--- src/hw/rtl/bbrp_pkg.sv ---
package bbrp_pkg;

   localparam int MaxBoxes    = 1024;
   localparam int RecordBytes = 24;
   localparam int RecWords    = RecordBytes / 4;
   localparam int HdrBytes    = 4;

   localparam int LenW   = 20;
   localparam int SizeW  = 16;
   localparam int IdxW   = 16;
   localparam int WordW  = 32;
   localparam int CntW   = 32;
   localparam int OffW   = $clog2(RecordBytes);
   localparam int WselW  = $clog2(RecWords);
   localparam int CsrIdW = 3;

   // ceil(2^17 / 3), exact for quotients of values below 2^17
   localparam int unsigned Recip3 = 43691;

   typedef enum logic [2:0] {
      ST_BOX       = 3'd0,
      ST_TOO_SMALL = 3'd1,
      ST_SIZE_MISM = 3'd2,
      ST_CNT_OVER  = 3'd3,
      ST_EXP_OVER  = 3'd4
   } status_type;

   localparam logic [CsrIdW-1:0] CSR_BUF_LEN  = 3'd0;
   localparam logic [CsrIdW-1:0] CSR_IMG_W    = 3'd1;
   localparam logic [CsrIdW-1:0] CSR_IMG_H    = 3'd2;
   localparam logic [CsrIdW-1:0] CSR_EXP_BOX  = 3'd3;
   localparam logic [CsrIdW-1:0] CSR_STRICT   = 3'd4;

   typedef struct packed {
      status_type                     status;
      logic [IdxW-1:0]                index;
      logic [RecWords-1:0][WordW-1:0] words;
   } pend_type;

   function automatic logic signed [WordW-1:0] sat_add(input logic signed [WordW-1:0] a,
                                                      input logic signed [WordW-1:0] b);
      logic signed [WordW:0] s;
      begin
         s = {a[WordW-1], a} + {b[WordW-1], b};
         if (s[WordW] != s[WordW-1]) begin
            sat_add = s[WordW] ? {1'b1, {(WordW-1){1'b0}}} : {1'b0, {(WordW-1){1'b1}}};
         end else begin
            sat_add = s[WordW-1:0];
         end
      end
   endfunction

   function automatic logic signed [WordW-1:0] clamp_lim(input logic signed [WordW-1:0] v,
                                                        input logic [SizeW-1:0] lim);
      logic signed [WordW-1:0] l;
      begin
         l = $signed({{(WordW-SizeW){1'b0}}, lim});
         if (v > l) begin
            clamp_lim = l;
         end else if (v < 0) begin
            clamp_lim = '0;
         end else begin
            clamp_lim = v;
         end
      end
   endfunction

endpackage

--- src/hw/rtl/bbox_record_parser.sv ---
// channel   ports                  moves
// -------   --------------------   ---------------------------------------
// request   req_valid/req_stall    one buffer byte (req_data_byte)
// response  rsp_valid/rsp_stall    one box or one status code
// config    csr_write_en           csr_index selects, csr_data carries value
//
// one request byte is taken every cycle while req_stall is low; a box leaves
// after its last byte, through a pending stage and then the output register.
// req_stall rises only while the pending stage is full and the output is held.
// sizes derived from buffer_length settle through the payload, box limit and size check registers after a write to it.
// reset is synchronous; any valid csr write restarts the buffer.
module bbox_record_parser import bbrp_pkg::*; (
   input  logic                     clock,
   input  logic                     reset,
   input  logic                     req_valid,
   output logic                     req_stall,
   input  logic [7:0]               req_data_byte,
   output logic                     rsp_valid,
   input  logic                     rsp_stall,
   output logic [2:0]               rsp_status,
   output logic [IdxW-1:0]          rsp_box_index,
   output logic signed [WordW-1:0]  rsp_left,
   output logic signed [WordW-1:0]  rsp_top,
   output logic signed [WordW-1:0]  rsp_right,
   output logic signed [WordW-1:0]  rsp_bottom,
   output logic [WordW-1:0]         rsp_score_bits,
   output logic signed [WordW-1:0]  rsp_class_id,
   input  logic                     csr_write_en,
   input  logic [CsrIdW-1:0]        csr_index,
   input  logic [LenW-1:0]          csr_data
);

   // configuration
   logic [LenW-1:0]  buf_len_ff;
   logic [SizeW-1:0] img_w_ff, img_h_ff, exp_box_ff;
   logic             strict_ff;
   logic             csr_hit;

   // derived sizes
   logic [LenW-1:0]    payload_ff;
   logic [SizeW-1:0]   maxb_ff;
   logic               size_ok_ff;
   logic [LenW:0]      esize_ff;
   logic [2*LenW-6:0]  maxb_prod;
   logic [LenW:0]      maxb_bytes;

   // parse state
   logic [LenW-1:0]  byte_pos_ff, byte_pos_in;
   logic [CntW-1:0]  box_count_ff, box_count_in;
   logic             stopped_ff, stopped_in;
   logic [OffW-1:0]  off_ff, off_in;
   logic [IdxW-1:0]  rec_ff, rec_in;
   logic [WordW-1:0] rec_words_ff [RecWords];

   // pending stage and output register
   pend_type pend_ff, pend_in;
   logic     pend_valid_ff, pend_valid_in;
   logic     produce;
   logic     out_free, req_take, active;

   logic                    rsp_valid_ff;
   status_type              rsp_status_ff;
   logic [IdxW-1:0]         rsp_index_ff;
   logic signed [WordW-1:0] rsp_left_ff, rsp_top_ff, rsp_right_ff, rsp_bottom_ff;
   logic [WordW-1:0]        rsp_score_ff, rsp_class_ff;

   // header evaluation
   logic [CntW-1:0]  full_cnt, cnt_sel;
   logic             in_rec;
   logic [WselW-1:0] wsel;

   // box evaluation
   logic signed [WordW-1:0] x1, y1, x2, y2, cx1, cy1, cx2, cy2;
   logic                    clamp_en, keep;

   assign out_free  = ~rsp_valid_ff | ~rsp_stall;
   assign req_stall = pend_valid_ff & ~out_free;
   assign req_take  = req_valid & ~req_stall;
   assign active    = req_take & ~stopped_ff & (byte_pos_ff < buf_len_ff);
   assign csr_hit   = csr_write_en & (csr_index <= CSR_STRICT);

   always_ff @(posedge clock) begin
      if (reset) begin
         buf_len_ff <= '0;
         img_w_ff   <= '0;
         img_h_ff   <= '0;
         exp_box_ff <= '0;
         strict_ff  <= 1'b0;
      end else if (csr_write_en) begin
         case (csr_index)
            CSR_BUF_LEN: buf_len_ff <= csr_data;
            CSR_IMG_W:   img_w_ff   <= csr_data[SizeW-1:0];
            CSR_IMG_H:   img_h_ff   <= csr_data[SizeW-1:0];
            CSR_EXP_BOX: exp_box_ff <= csr_data[SizeW-1:0];
            CSR_STRICT:  strict_ff  <= csr_data[0];
            default: begin
            end
         endcase
      end
   end

   // payload / 24 as (payload / 8) * ceil(2^17 / 3) >> 17
   assign maxb_prod  = payload_ff[LenW-1:3] * Recip3[LenW-3:0];
   assign maxb_bytes = {1'b0, maxb_ff, 4'b0} + {2'b0, maxb_ff, 3'b0};

   always_ff @(posedge clock) begin
      payload_ff <= buf_len_ff - LenW'(HdrBytes);
      maxb_ff    <= maxb_prod[LenW-3+SizeW-1:LenW-3];
      size_ok_ff <= (maxb_bytes == {1'b0, payload_ff});
      esize_ff   <= {1'b0, exp_box_ff, 4'b0} + {2'b0, exp_box_ff, 3'b0}
                    + (LenW+1)'(HdrBytes);
   end

   assign full_cnt = {req_data_byte, box_count_ff[23:0]};
   assign in_rec   = {{(CntW-IdxW){1'b0}}, rec_ff} < box_count_ff;
   assign wsel     = off_ff[OffW-1:2];

   always_comb begin
      byte_pos_in  = byte_pos_ff;
      box_count_in = box_count_ff;
      stopped_in   = stopped_ff;
      off_in       = off_ff;
      rec_in       = rec_ff;
      produce      = 1'b0;
      pend_in      = pend_ff;
      cnt_sel      = full_cnt;
      if (csr_hit) begin
         byte_pos_in  = '0;
         box_count_in = '0;
         stopped_in   = 1'b0;
         off_in       = '0;
         rec_in       = '0;
      end else if (active) begin
         byte_pos_in = byte_pos_ff + 1'b1;
         if (byte_pos_ff < LenW'(HdrBytes)) begin
            case (byte_pos_ff[1:0])
               2'd0: box_count_in[7:0]   = req_data_byte;
               2'd1: box_count_in[15:8]  = req_data_byte;
               2'd2: box_count_in[23:16] = req_data_byte;
               default: box_count_in[31:24] = req_data_byte;
            endcase
            pend_in.index = '0;
            pend_in.words = '0;
            if (buf_len_ff < LenW'(HdrBytes)) begin
               // short buffer, judged at its last byte
               if (byte_pos_ff == buf_len_ff - 1'b1) begin
                  stopped_in     = 1'b1;
                  produce        = strict_ff;
                  pend_in.status = ST_TOO_SMALL;
               end
            end else if (byte_pos_ff == LenW'(HdrBytes - 1)) begin
               if (!size_ok_ff) begin
                  stopped_in     = 1'b1;
                  produce        = strict_ff;
                  pend_in.status = ST_SIZE_MISM;
               end else if (strict_ff && full_cnt > {{(CntW-SizeW){1'b0}}, maxb_ff}) begin
                  stopped_in     = 1'b1;
                  produce        = 1'b1;
                  pend_in.status = ST_CNT_OVER;
               end else begin
                  if (full_cnt > {{(CntW-SizeW){1'b0}}, maxb_ff}) begin
                     cnt_sel = {{(CntW-SizeW){1'b0}}, maxb_ff};
                  end
                  if (exp_box_ff != '0 && strict_ff &&
                      {1'b0, buf_len_ff} > esize_ff) begin
                     stopped_in     = 1'b1;
                     produce        = 1'b1;
                     pend_in.status = ST_EXP_OVER;
                  end else if (exp_box_ff != '0 && !strict_ff &&
                               {1'b0, buf_len_ff} < esize_ff) begin
                     stopped_in = 1'b1;
                  end
                  if (cnt_sel > CntW'(MaxBoxes)) begin
                     box_count_in = CntW'(MaxBoxes);
                  end else begin
                     box_count_in = cnt_sel;
                  end
               end
            end
         end else begin
            if (off_ff == OffW'(RecordBytes - 1)) begin
               off_in = '0;
               rec_in = rec_ff + 1'b1;
               if (in_rec) begin
                  produce        = 1'b1;
                  pend_in.status = ST_BOX;
                  pend_in.index  = rec_ff;
                  for (int i = 0; i < RecWords - 1; i++) begin
                     pend_in.words[i] = rec_words_ff[i];
                  end
                  pend_in.words[RecWords-1] = {req_data_byte,
                                              rec_words_ff[RecWords-1][23:0]};
               end
            end else begin
               off_in = off_ff + 1'b1;
            end
         end
      end
      pend_valid_in = produce | (pend_valid_ff & ~out_free);
   end

   always_ff @(posedge clock) begin
      if (reset) begin
         byte_pos_ff   <= '0;
         box_count_ff  <= '0;
         stopped_ff    <= 1'b0;
         off_ff        <= '0;
         rec_ff        <= '0;
         pend_valid_ff <= 1'b0;
      end else begin
         byte_pos_ff   <= byte_pos_in;
         box_count_ff  <= box_count_in;
         stopped_ff    <= stopped_in;
         off_ff        <= off_in;
         rec_ff        <= rec_in;
         pend_valid_ff <= pend_valid_in;
      end
   end

   always_ff @(posedge clock) begin
      if (produce) begin
         pend_ff <= pend_in;
      end
      if (active && !csr_hit && byte_pos_ff >= LenW'(HdrBytes) && in_rec) begin
         rec_words_ff[wsel][8*off_ff[1:0] +: 8] <= req_data_byte;
      end
   end

   // corner arithmetic on the pending record
   assign clamp_en = (img_w_ff != '0) && (img_h_ff != '0);
   assign x1 = $signed(pend_ff.words[0]);
   assign y1 = $signed(pend_ff.words[1]);
   assign x2 = sat_add(x1, $signed(pend_ff.words[2]));
   assign y2 = sat_add(y1, $signed(pend_ff.words[3]));
   assign cx1 = clamp_en ? clamp_lim(x1, img_w_ff) : x1;
   assign cy1 = clamp_en ? clamp_lim(y1, img_h_ff) : y1;
   assign cx2 = clamp_en ? clamp_lim(x2, img_w_ff) : x2;
   assign cy2 = clamp_en ? clamp_lim(y2, img_h_ff) : y2;
   assign keep = (pend_ff.status != ST_BOX) || strict_ff || ((cx2 > cx1) && (cy2 > cy1));

   always_ff @(posedge clock) begin
      if (reset) begin
         rsp_valid_ff <= 1'b0;
      end else if (out_free) begin
         rsp_valid_ff <= pend_valid_ff & keep;
      end
   end

   always_ff @(posedge clock) begin
      if (out_free && pend_valid_ff) begin
         rsp_status_ff <= pend_ff.status;
         rsp_index_ff  <= pend_ff.index;
         if (pend_ff.status == ST_BOX) begin
            rsp_left_ff   <= cx1;
            rsp_top_ff    <= cy1;
            rsp_right_ff  <= cx2;
            rsp_bottom_ff <= cy2;
            rsp_score_ff  <= pend_ff.words[4];
            rsp_class_ff  <= pend_ff.words[5];
         end else begin
            rsp_left_ff   <= '0;
            rsp_top_ff    <= '0;
            rsp_right_ff  <= '0;
            rsp_bottom_ff <= '0;
            rsp_score_ff  <= '0;
            rsp_class_ff  <= '0;
         end
      end
   end

   assign rsp_valid      = rsp_valid_ff;
   assign rsp_status     = rsp_status_ff;
   assign rsp_box_index  = rsp_index_ff;
   assign rsp_left       = rsp_left_ff;
   assign rsp_top        = rsp_top_ff;
   assign rsp_right      = rsp_right_ff;
   assign rsp_bottom     = rsp_bottom_ff;
   assign rsp_score_bits = rsp_score_ff;
   assign rsp_class_id   = $signed(rsp_class_ff);

`ifndef SYNTH
   a_err_zero: assert property (@(posedge clock) disable iff (reset)
      (rsp_valid_ff && rsp_status_ff != ST_BOX) |->
         (rsp_left_ff == '0 && rsp_right_ff == '0 && rsp_score_ff == '0 &&
          rsp_index_ff == '0))
      else $error("status response carries box fields");

   a_stop_hold: assert property (@(posedge clock) disable iff (reset)
      (stopped_ff && !csr_write_en) |=> $stable(byte_pos_ff))
      else $error("byte position moved while stopped");

   a_cnt_cap: assert property (@(posedge clock) disable iff (reset)
      (byte_pos_ff >= LenW'(HdrBytes) && !stopped_ff) |-> (box_count_ff <= CntW'(MaxBoxes)))
      else $error("box count above limit after header");

   a_idx_range: assert property (@(posedge clock) disable iff (reset)
      (rsp_valid_ff && rsp_status_ff == ST_BOX) |->
         ({{(CntW-IdxW){1'b0}}, rsp_index_ff} < box_count_ff))
      else $error("box index beyond count");
`endif

endmodule
--- config.mk ---
export PLATFORM = sky130hd
export DESIGN_NAME = bbox_record_parser
export DESIGN_NICKNAME = d
export VERILOG_FILES = /design/src/hw/rtl/bbrp_pkg.sv /design/src/hw/rtl/bbox_record_parser.sv
export SDC_FILE = /design/constraint.sdc
export NUM_CORES = 2
export LEC_CHECK = 0
export ABC_AREA = 1
export BUFFER_PORTS_ARGS = -buffer_cell sky130_fd_sc_hd__buf_2
export CAP_MARGIN = 20
export CORE_ASPECT_RATIO = 0.9
export CORE_MARGIN = 4
export CORE_UTILIZATION = 55
export DETAILED_ROUTE_END_ITERATION = 16
export PLACE_DENSITY = 0.73
export SLEW_MARGIN = 10
export SYNTH_ARGS = -nofsm -noshare
export SYNTH_HDL_FRONTEND = slang
export SYNTH_SLANG_ARGS = --single-unit
--- constraint.sdc ---
create_clock -name clock -period 18.2 [get_ports clock]
set_clock_uncertainty 0.05 [all_clocks]
set_input_delay 2.73 -clock clock [delete_from_list [all_inputs] [get_ports clock]]
set_output_delay 2.73 -clock clock [all_outputs]
set_load 0.05 [all_outputs]
* Word level (Yosys, flattened, before mapping)
Memories as Yosys holds them, arrays and structs flattened.
Index checks and enable logic that the tools add are counted.
** Operators by class
- Add/subtract/negate cells :: 11
- Multipliers :: 1
- Div/mod/pow operators :: 0
- Magnitude comparators :: 20
- Eq/ne operators :: 17
- Shifts and indexed selects :: 2
- Mux-type cells :: 63
- Bitwise gates (word level) :: 15
- Reduce and logical (&&, ||, !) cells :: 38
** Operators by type and width (number)
- 2-to-1 mux 32 bit :: 30
- 2-to-1 mux 211 bit :: 3
- > comparator 32 x 17 -> 1 bit :: 4
- less-than comparator 32 x 1 -> 1 bit, second input constant :: 4
- adder 32 x 32 -> 33 bit :: 2
- > comparator 32 bit :: 2
- nonzero test 16 bit :: 3
- adder 20 x 19 -> 21 bit :: 2
- less-than comparator 20 x 3 -> 1 bit, second input constant :: 2
- negation 5 -> 34 bit :: 1
- variable shift 8 x 34 -> 32 bit, first input constant :: 1
- indexed part select 8 x 34 -> 32 bit :: 1
- multiplier 17 x 16 -> 33 bit, second input constant :: 1
- > comparator 32 x 11 -> 1 bit, second input constant :: 1
- > comparator 32 x 16 -> 1 bit :: 1
- less-than comparator 16 x 32 -> 1 bit :: 1
- 2-to-1 mux 8 bit :: 4
- adder 21 x 3 -> 21 bit, second input constant :: 1
- == test 21 x 20 -> 1 bit :: 1
- > comparator 20 x 21 -> 1 bit :: 1
- less-than comparator 20 x 21 -> 1 bit :: 1
- adder 20 x 1 -> 20 bit, second input constant :: 1
- == test 20 x 2 -> 1 bit, second input constant :: 1
- == test 20 bit :: 1
- 38 further kinds :: 97
** Word-level totals
- Flip-flop bits (word level) :: 625
- Latch bits :: 0
- Bits in writable memories :: 192
- Memory bits (read-only) :: 0
- Input bits :: 36
- Word-level logic and storage cells :: 200
- Memories kept :: 1
** Memories
- rec_words_ff :: words 6, width 32, read ports 6, clocked after memory_dff 0, write ports 1, line bbox_record_parser.sv:53 : logic [WordW-1:0] rec_words_ff [RecWords];

* Depth between registers and ports, before layout
- Depth in word-level cells :: 16
- Mapped depth :: 49
- Gate-level depth less buffers :: 49

* Least setup slack after synthesis
OpenSTA, ideal clock, no wires.
- Path type :: input-to-reg
- From :: input rsp_stall
- To :: register rsp_bottom_ff[0] (netlist: rsp_bottom[0]), enable pin
- Data arrival time :: 12.870 ns
- Setup slack :: 4.428 ns
- Cell stages on the path :: 1
- Path buffers :: 0
- Cells stage by stage :: a21oi_1
** Between the ends
- Word-level cells in the longest chain between the ends :: 3
** RTL lines
- from (decl) :: line bbox_record_parser.sv:19 : input logic rsp_stall,
- inverter 1 bit :: line bbox_record_parser.sv:76 : assign out_free = ~rsp_valid_ff | ~rsp_stall;
- OR 1 bit :: line bbox_record_parser.sv:76
- logical AND 1 bit :: line bbox_record_parser.sv:250 : if (out_free && pend_valid_ff) begin
- to (signal assigned) :: line bbox_record_parser.sv:257 : rsp_bottom_ff <= cy2;
- to (decl) :: line bbox_record_parser.sv:64 : logic signed [WordW-1:0] rsp_left_ff, rsp_top_ff, rsp_right_ff, rsp_bottom_ff;
No other way between the ends.
A chain may end at the register's enable or synchronous reset.

* Worst setup path in the final report
- From :: register pend_ff, in the netlist x1[0]
- To :: register rsp_valid_ff (netlist: rsp_valid)
** Between the ends
- Word-level cells in the longest chain between the ends :: 11
- Elaborated cells on any way between the ends :: 18
- Classes of those cells :: add/sub: 1; order compare: 5; eq/ne: 1; mux: 8; bitwise: 1; reduce/logical: 2
** RTL lines
- from (decl) :: line bbox_record_parser.sv:56 : pend_type pend_ff, pend_in;
- from (signal assigned) :: line bbox_record_parser.sv:222 : pend_ff <= pend_in;
- adder 32 x 32 -> 33 bit (*) :: line bbrp_pkg.sv:44 : s = {a[WordW-1], a} + {b[WordW-1], b};
- 2-to-1 mux 32 bit / inequality test 1 bit (equally long branches) :: line bbrp_pkg.sv:46, bbrp_pkg.sv:45
- 2-to-1 mux 32 bit (*) :: line bbrp_pkg.sv:45 : if (s[WordW] != s[WordW-1]) begin
- less-than comparator 32 x 1 -> 1 bit :: line bbrp_pkg.sv:60 : end else if (v < 0) begin
- 2-to-1 mux 32 bit :: line bbrp_pkg.sv:60
- 2-to-1 mux 32 bit :: line bbrp_pkg.sv:58 : if (v > l) begin
- 2-to-1 mux 32 bit (*) :: line bbox_record_parser.sv:237 : assign cx2 = clamp_en ? clamp_lim(x2, img_w_ff) : x2;
- net cx2[30] :: line bbox_record_parser.sv:73 : logic signed [WordW-1:0] x1, y1, x2, y2, cx1, cy1, cx2, cy2;
- > comparator 32 bit (*) :: line bbox_record_parser.sv:239 : assign keep = (pend_ff.status != ST_BOX) || strict_ff || ((cx2 > cx1) && (cy2 > cy1));
- logical AND 1 bit (*) :: line bbox_record_parser.sv:239
- logical OR 1 bit (*) :: line bbox_record_parser.sv:239
- bitwise AND 1 bit (*) :: line bbox_record_parser.sv:245 : rsp_valid_ff <= pend_valid_ff & keep;
- to (signal assigned) :: line bbox_record_parser.sv:245
- to (decl) :: line bbox_record_parser.sv:61 : logic rsp_valid_ff;
Mark *: on every way through the listed nets, which the timed path passes. The rest lies on a longest branch.

==> impl_results.md <==
* Critical path endpoint category: flip-flop
* Max reg flops at 184
* DRT iter0 DRCs at about 3900
* Ys async rst share at 0
* CP Capture Point: rsp_valid
* Post-DP HPWL at 103000 um
* Overflow after GRT at 0
* Final Max Slew Viols at 0
* Setup slack, reg-to-reg at 10.95 ns
* CTS buffer count at 81
* Area Overhead vs Synth at 10.9%
* Overall die width at 318 um
* Die area at 91300 um^2
* Period Utilization, post-route at 0.398
* Yosys cell types at 60
* CTS resizes at 0
* Critical Path Stages at 44
* # setup viols final at 0
* Max Fclk at 138 MHz
* Pwr dens at 172 nW/um^2
* Status: complete, no violations
* Final hold vios at 0
* Post-route setup slack at between 10 and 15 ns
* Via density at about 5.5
* Worst EP arrival at 7.78 ns
* Min Tclk post-route at about 7.3 ns
* Initial cell density of the core at 0.554
* Vias in the first global route at 35000
* Port Buffers at ~250
* Flops & latches, synth at around 810
* Post-Synthesis Cells at between 5000 and 6000
* Syn avg cell area at 8.92 um^2
* Drt wl/cell at 19.4 um
* Peak supply drop at 0.000638 V
* Post-CTS Setup Bufs at 0
* Die height at 287 um
* Fin Setup TNS at 0 ns
* Post-layout utilization of the core at 0.614
* Synth Cell Area at 47600 um^2
* Clock slew at reported path FFs at roughly 0.060 ns
* Classification of the worst setup path: flip-flop to flip-flop
* Most used cell, CP: nand2_1
* # rows at 102
* Yosys warns at 0
* First-pass GRT wire length at approximately 200000 um
* Top delay family on crit path: simple AND/OR/NAND/NOR gates
* Worst slew pin tran at 1.12 ns
* IO Pins at 249
* Layout cells sized above 1 at 0.0840
* Htree depth at 3
* Pin count of the biggest net entering global routing at 124
* Max capacitance violation total at 0
* Clock root buffer: clkbuf_16
* Reg-to-Reg Start: x1[0]
* CP max stage cell: nor4_1
* Leak at between 20 and 25 nW
* DP Cell Count at 6623
* Hold Crit Class: flip-flop to flip-flop
* Overall routed net length at 131000 um
* Place WS at 10.93 ns
* CP Data Required Time at ~19 ns
* Synth Flop Type: edfxtp_1
* CTS tree: built
* Core area at 85900 um^2
* # DRC at 0
* Max Root-Sink Buffers at 3
* Commonest non-fill, non-tap cell in the layout: nand2_1
* Vias at 37300
* Total GRT Usage at 0.284
* Syn nets at just under 6000
* RePlAce Congestion at 0.978
* Startpoint Class: flip-flop
* R2r endpoint: rsp_valid
* RSZ-0062 raised after global routing: false
* Post-synthesis sequential area ratio at 0.467
* Worst relative slew slack at 0.248
* Sink Count at 806
* Final antenna-violating net count at 0
* CP startpoint: x1[0]
* Initial antenna violation count at 2
* Crit Path Max Fanout at 21
* TritonRoute pass-1 iters at 6
* R2R depth at 44
* Commonest non-fill, non-tap cells in the layout: nand2_1 (1129), inv_1 (891), edfxtp_1 (606)
* Post-CTS Hold Buffers at 0
* CP peak stage delay at about 0.56 ns
* Skew-Pair Late Insertion Delay at around 0.66 ns
* CP bufs+invs at 3
* Non-filler instance count after layout at between 6000 and 7000
* Final net count at 6140
* Number of synthesized flops with an enable pin at between 600 and 700
-- how the worst min path moves through the flow --
stage / slack (ns) / endpoint / depth (start not counted) / start
after CTS: 0.32 / esize_ff[3] / 0 / exp_box_ff[0]
after global placement: 0.32 / esize_ff[3] / 0 / exp_box_ff[0]
after floorplan: 0.30 / payload_ff[1] / 0 / buf_len_ff[1]
final: 0.32 / esize_ff[3] / 0 / exp_box_ff[0]
after detailed placement: 0.32 / esize_ff[3] / 0 / exp_box_ff[0]
after global routing: 0.34 / esize_ff[3] / 0 / exp_box_ff[0]
-- per-layer routing --
layer / share of wire / global-route usage / up-vias / routed length [um]
met4: 0.034 / 0.0910 / 4 / 4530
met1: 0.45 / 0.416 / 17400 / 59100
met5: 0.00020 / 0 / - / 26
met2: 0.43 / 0.430 / 1521 / 56400
li1: - / - / 18100 / -
met3: 0.087 / 0.0530 / 237 / 11400
-- synth_stat cells (2+ instances only) --
cell type | n | share of area
o211ai_1 | 34 | 0.0054
o21ai_1 | 2 | 0.00021
a21o_1 | 13 | 0.0021
nand3_1 | 165 | 0.017
inv_1 | 892 | 0.070
inv_2 | 5 | 0.00039
o221ai_1 | 2 | 0.00037
a21oi_2 | 12 | 0.0022
o2111ai_1 | 5 | 0.00092
a21boi_0 | 4 | 0.00063
buf_1 | 3 | 0.00024
a21oi_1 | 408 | 0.043
a211oi_1 | 13 | 0.0021
a22oi_1 | 15 | 0.0024
nand3b_1 | 14 | 0.0022
nand4_1 | 65 | 0.0085
xor2_1 | 84 | 0.015
nand2_1 | 1129 | 0.089
nor3b_1 | 4 | 0.00063
a31oi_1 | 10 | 0.0013
nor3_1 | 107 | 0.011
nor2_2 | 9 | 0.0012
fa_1 | 93 | 0.039
ha_1 | 445 | 0.12
o21ai_0 | 215 | 0.023
and3_1 | 4 | 0.00053
or2_2 | 4 | 0.00053
clkinv_1 | 3 | 0.00024
o21bai_1 | 26 | 0.0041
nor4_1 | 34 | 0.0045
clkbuf_1 | 120 | 0.0095
xnor2_1 | 57 | 0.010
nor2_1 | 467 | 0.037
o21a_1 | 14 | 0.0022
buf_6 | 6 | 0.0014
nand2_2 | 22 | 0.0029
edfxtp_1 | 606 | 0.38
buf_2 | 3 | 0.00032
dfxtp_1 | 200 | 0.084
-- final cells by class --
class	instances	area [um^2]
Multi-Input combinational cell	3496	21500
Timing Repair Buffer	281	1510
Tap cell	1144	1430
Clock inverter	48	598
Clock buffer	102	2140
Fill cell	7299	33100
Inverter	900	3390
Antenna cell	1	2.50
Sequential cell	806	22200
-- kinds of logic after synthesis --
| group | share of synthesized area |
|---|---|
| and+or+nand+nor | 0.177 |
| xor gates and xnor gates | 0.0260 |
| adders and majority gates | 0.156 |
| AOI/OAI and AO/OA | 0.0913 |
| DFF | 0.467 |
| buffers and inverters | 0.0826 |
-- metrics by stage --
| step | hold WS, ns | area (um^2) | total power, mW |
|---|---|---|---|
| 2_1_floorplan | 0.301 | 47600 | 6.05 |
| 3_3_place_gp | 0.322 | 50000 | 7.24 |
| 3_5_place_dp | 0.319 | 50000 | 7.31 |
| 4_1_cts | 0.322 | 52700 | 9.06 |
| 5_1_grt | 0.337 | 52800 | 9.95 |
| 6_report | 0.323 | 52800 | 9.05 |
-- power by group --
group / switching (mW) / leakage [nW] / internal, mW
registers: 0.0651 / 7.55 / 2.06
clock network: 0.721 / 1.32 / 0.986
logic: 3.20 / 15.8 / 2.01
total: 3.99 / 24.6 / 5.06
No activity file was read; power rests on OpenSTA's default activity.
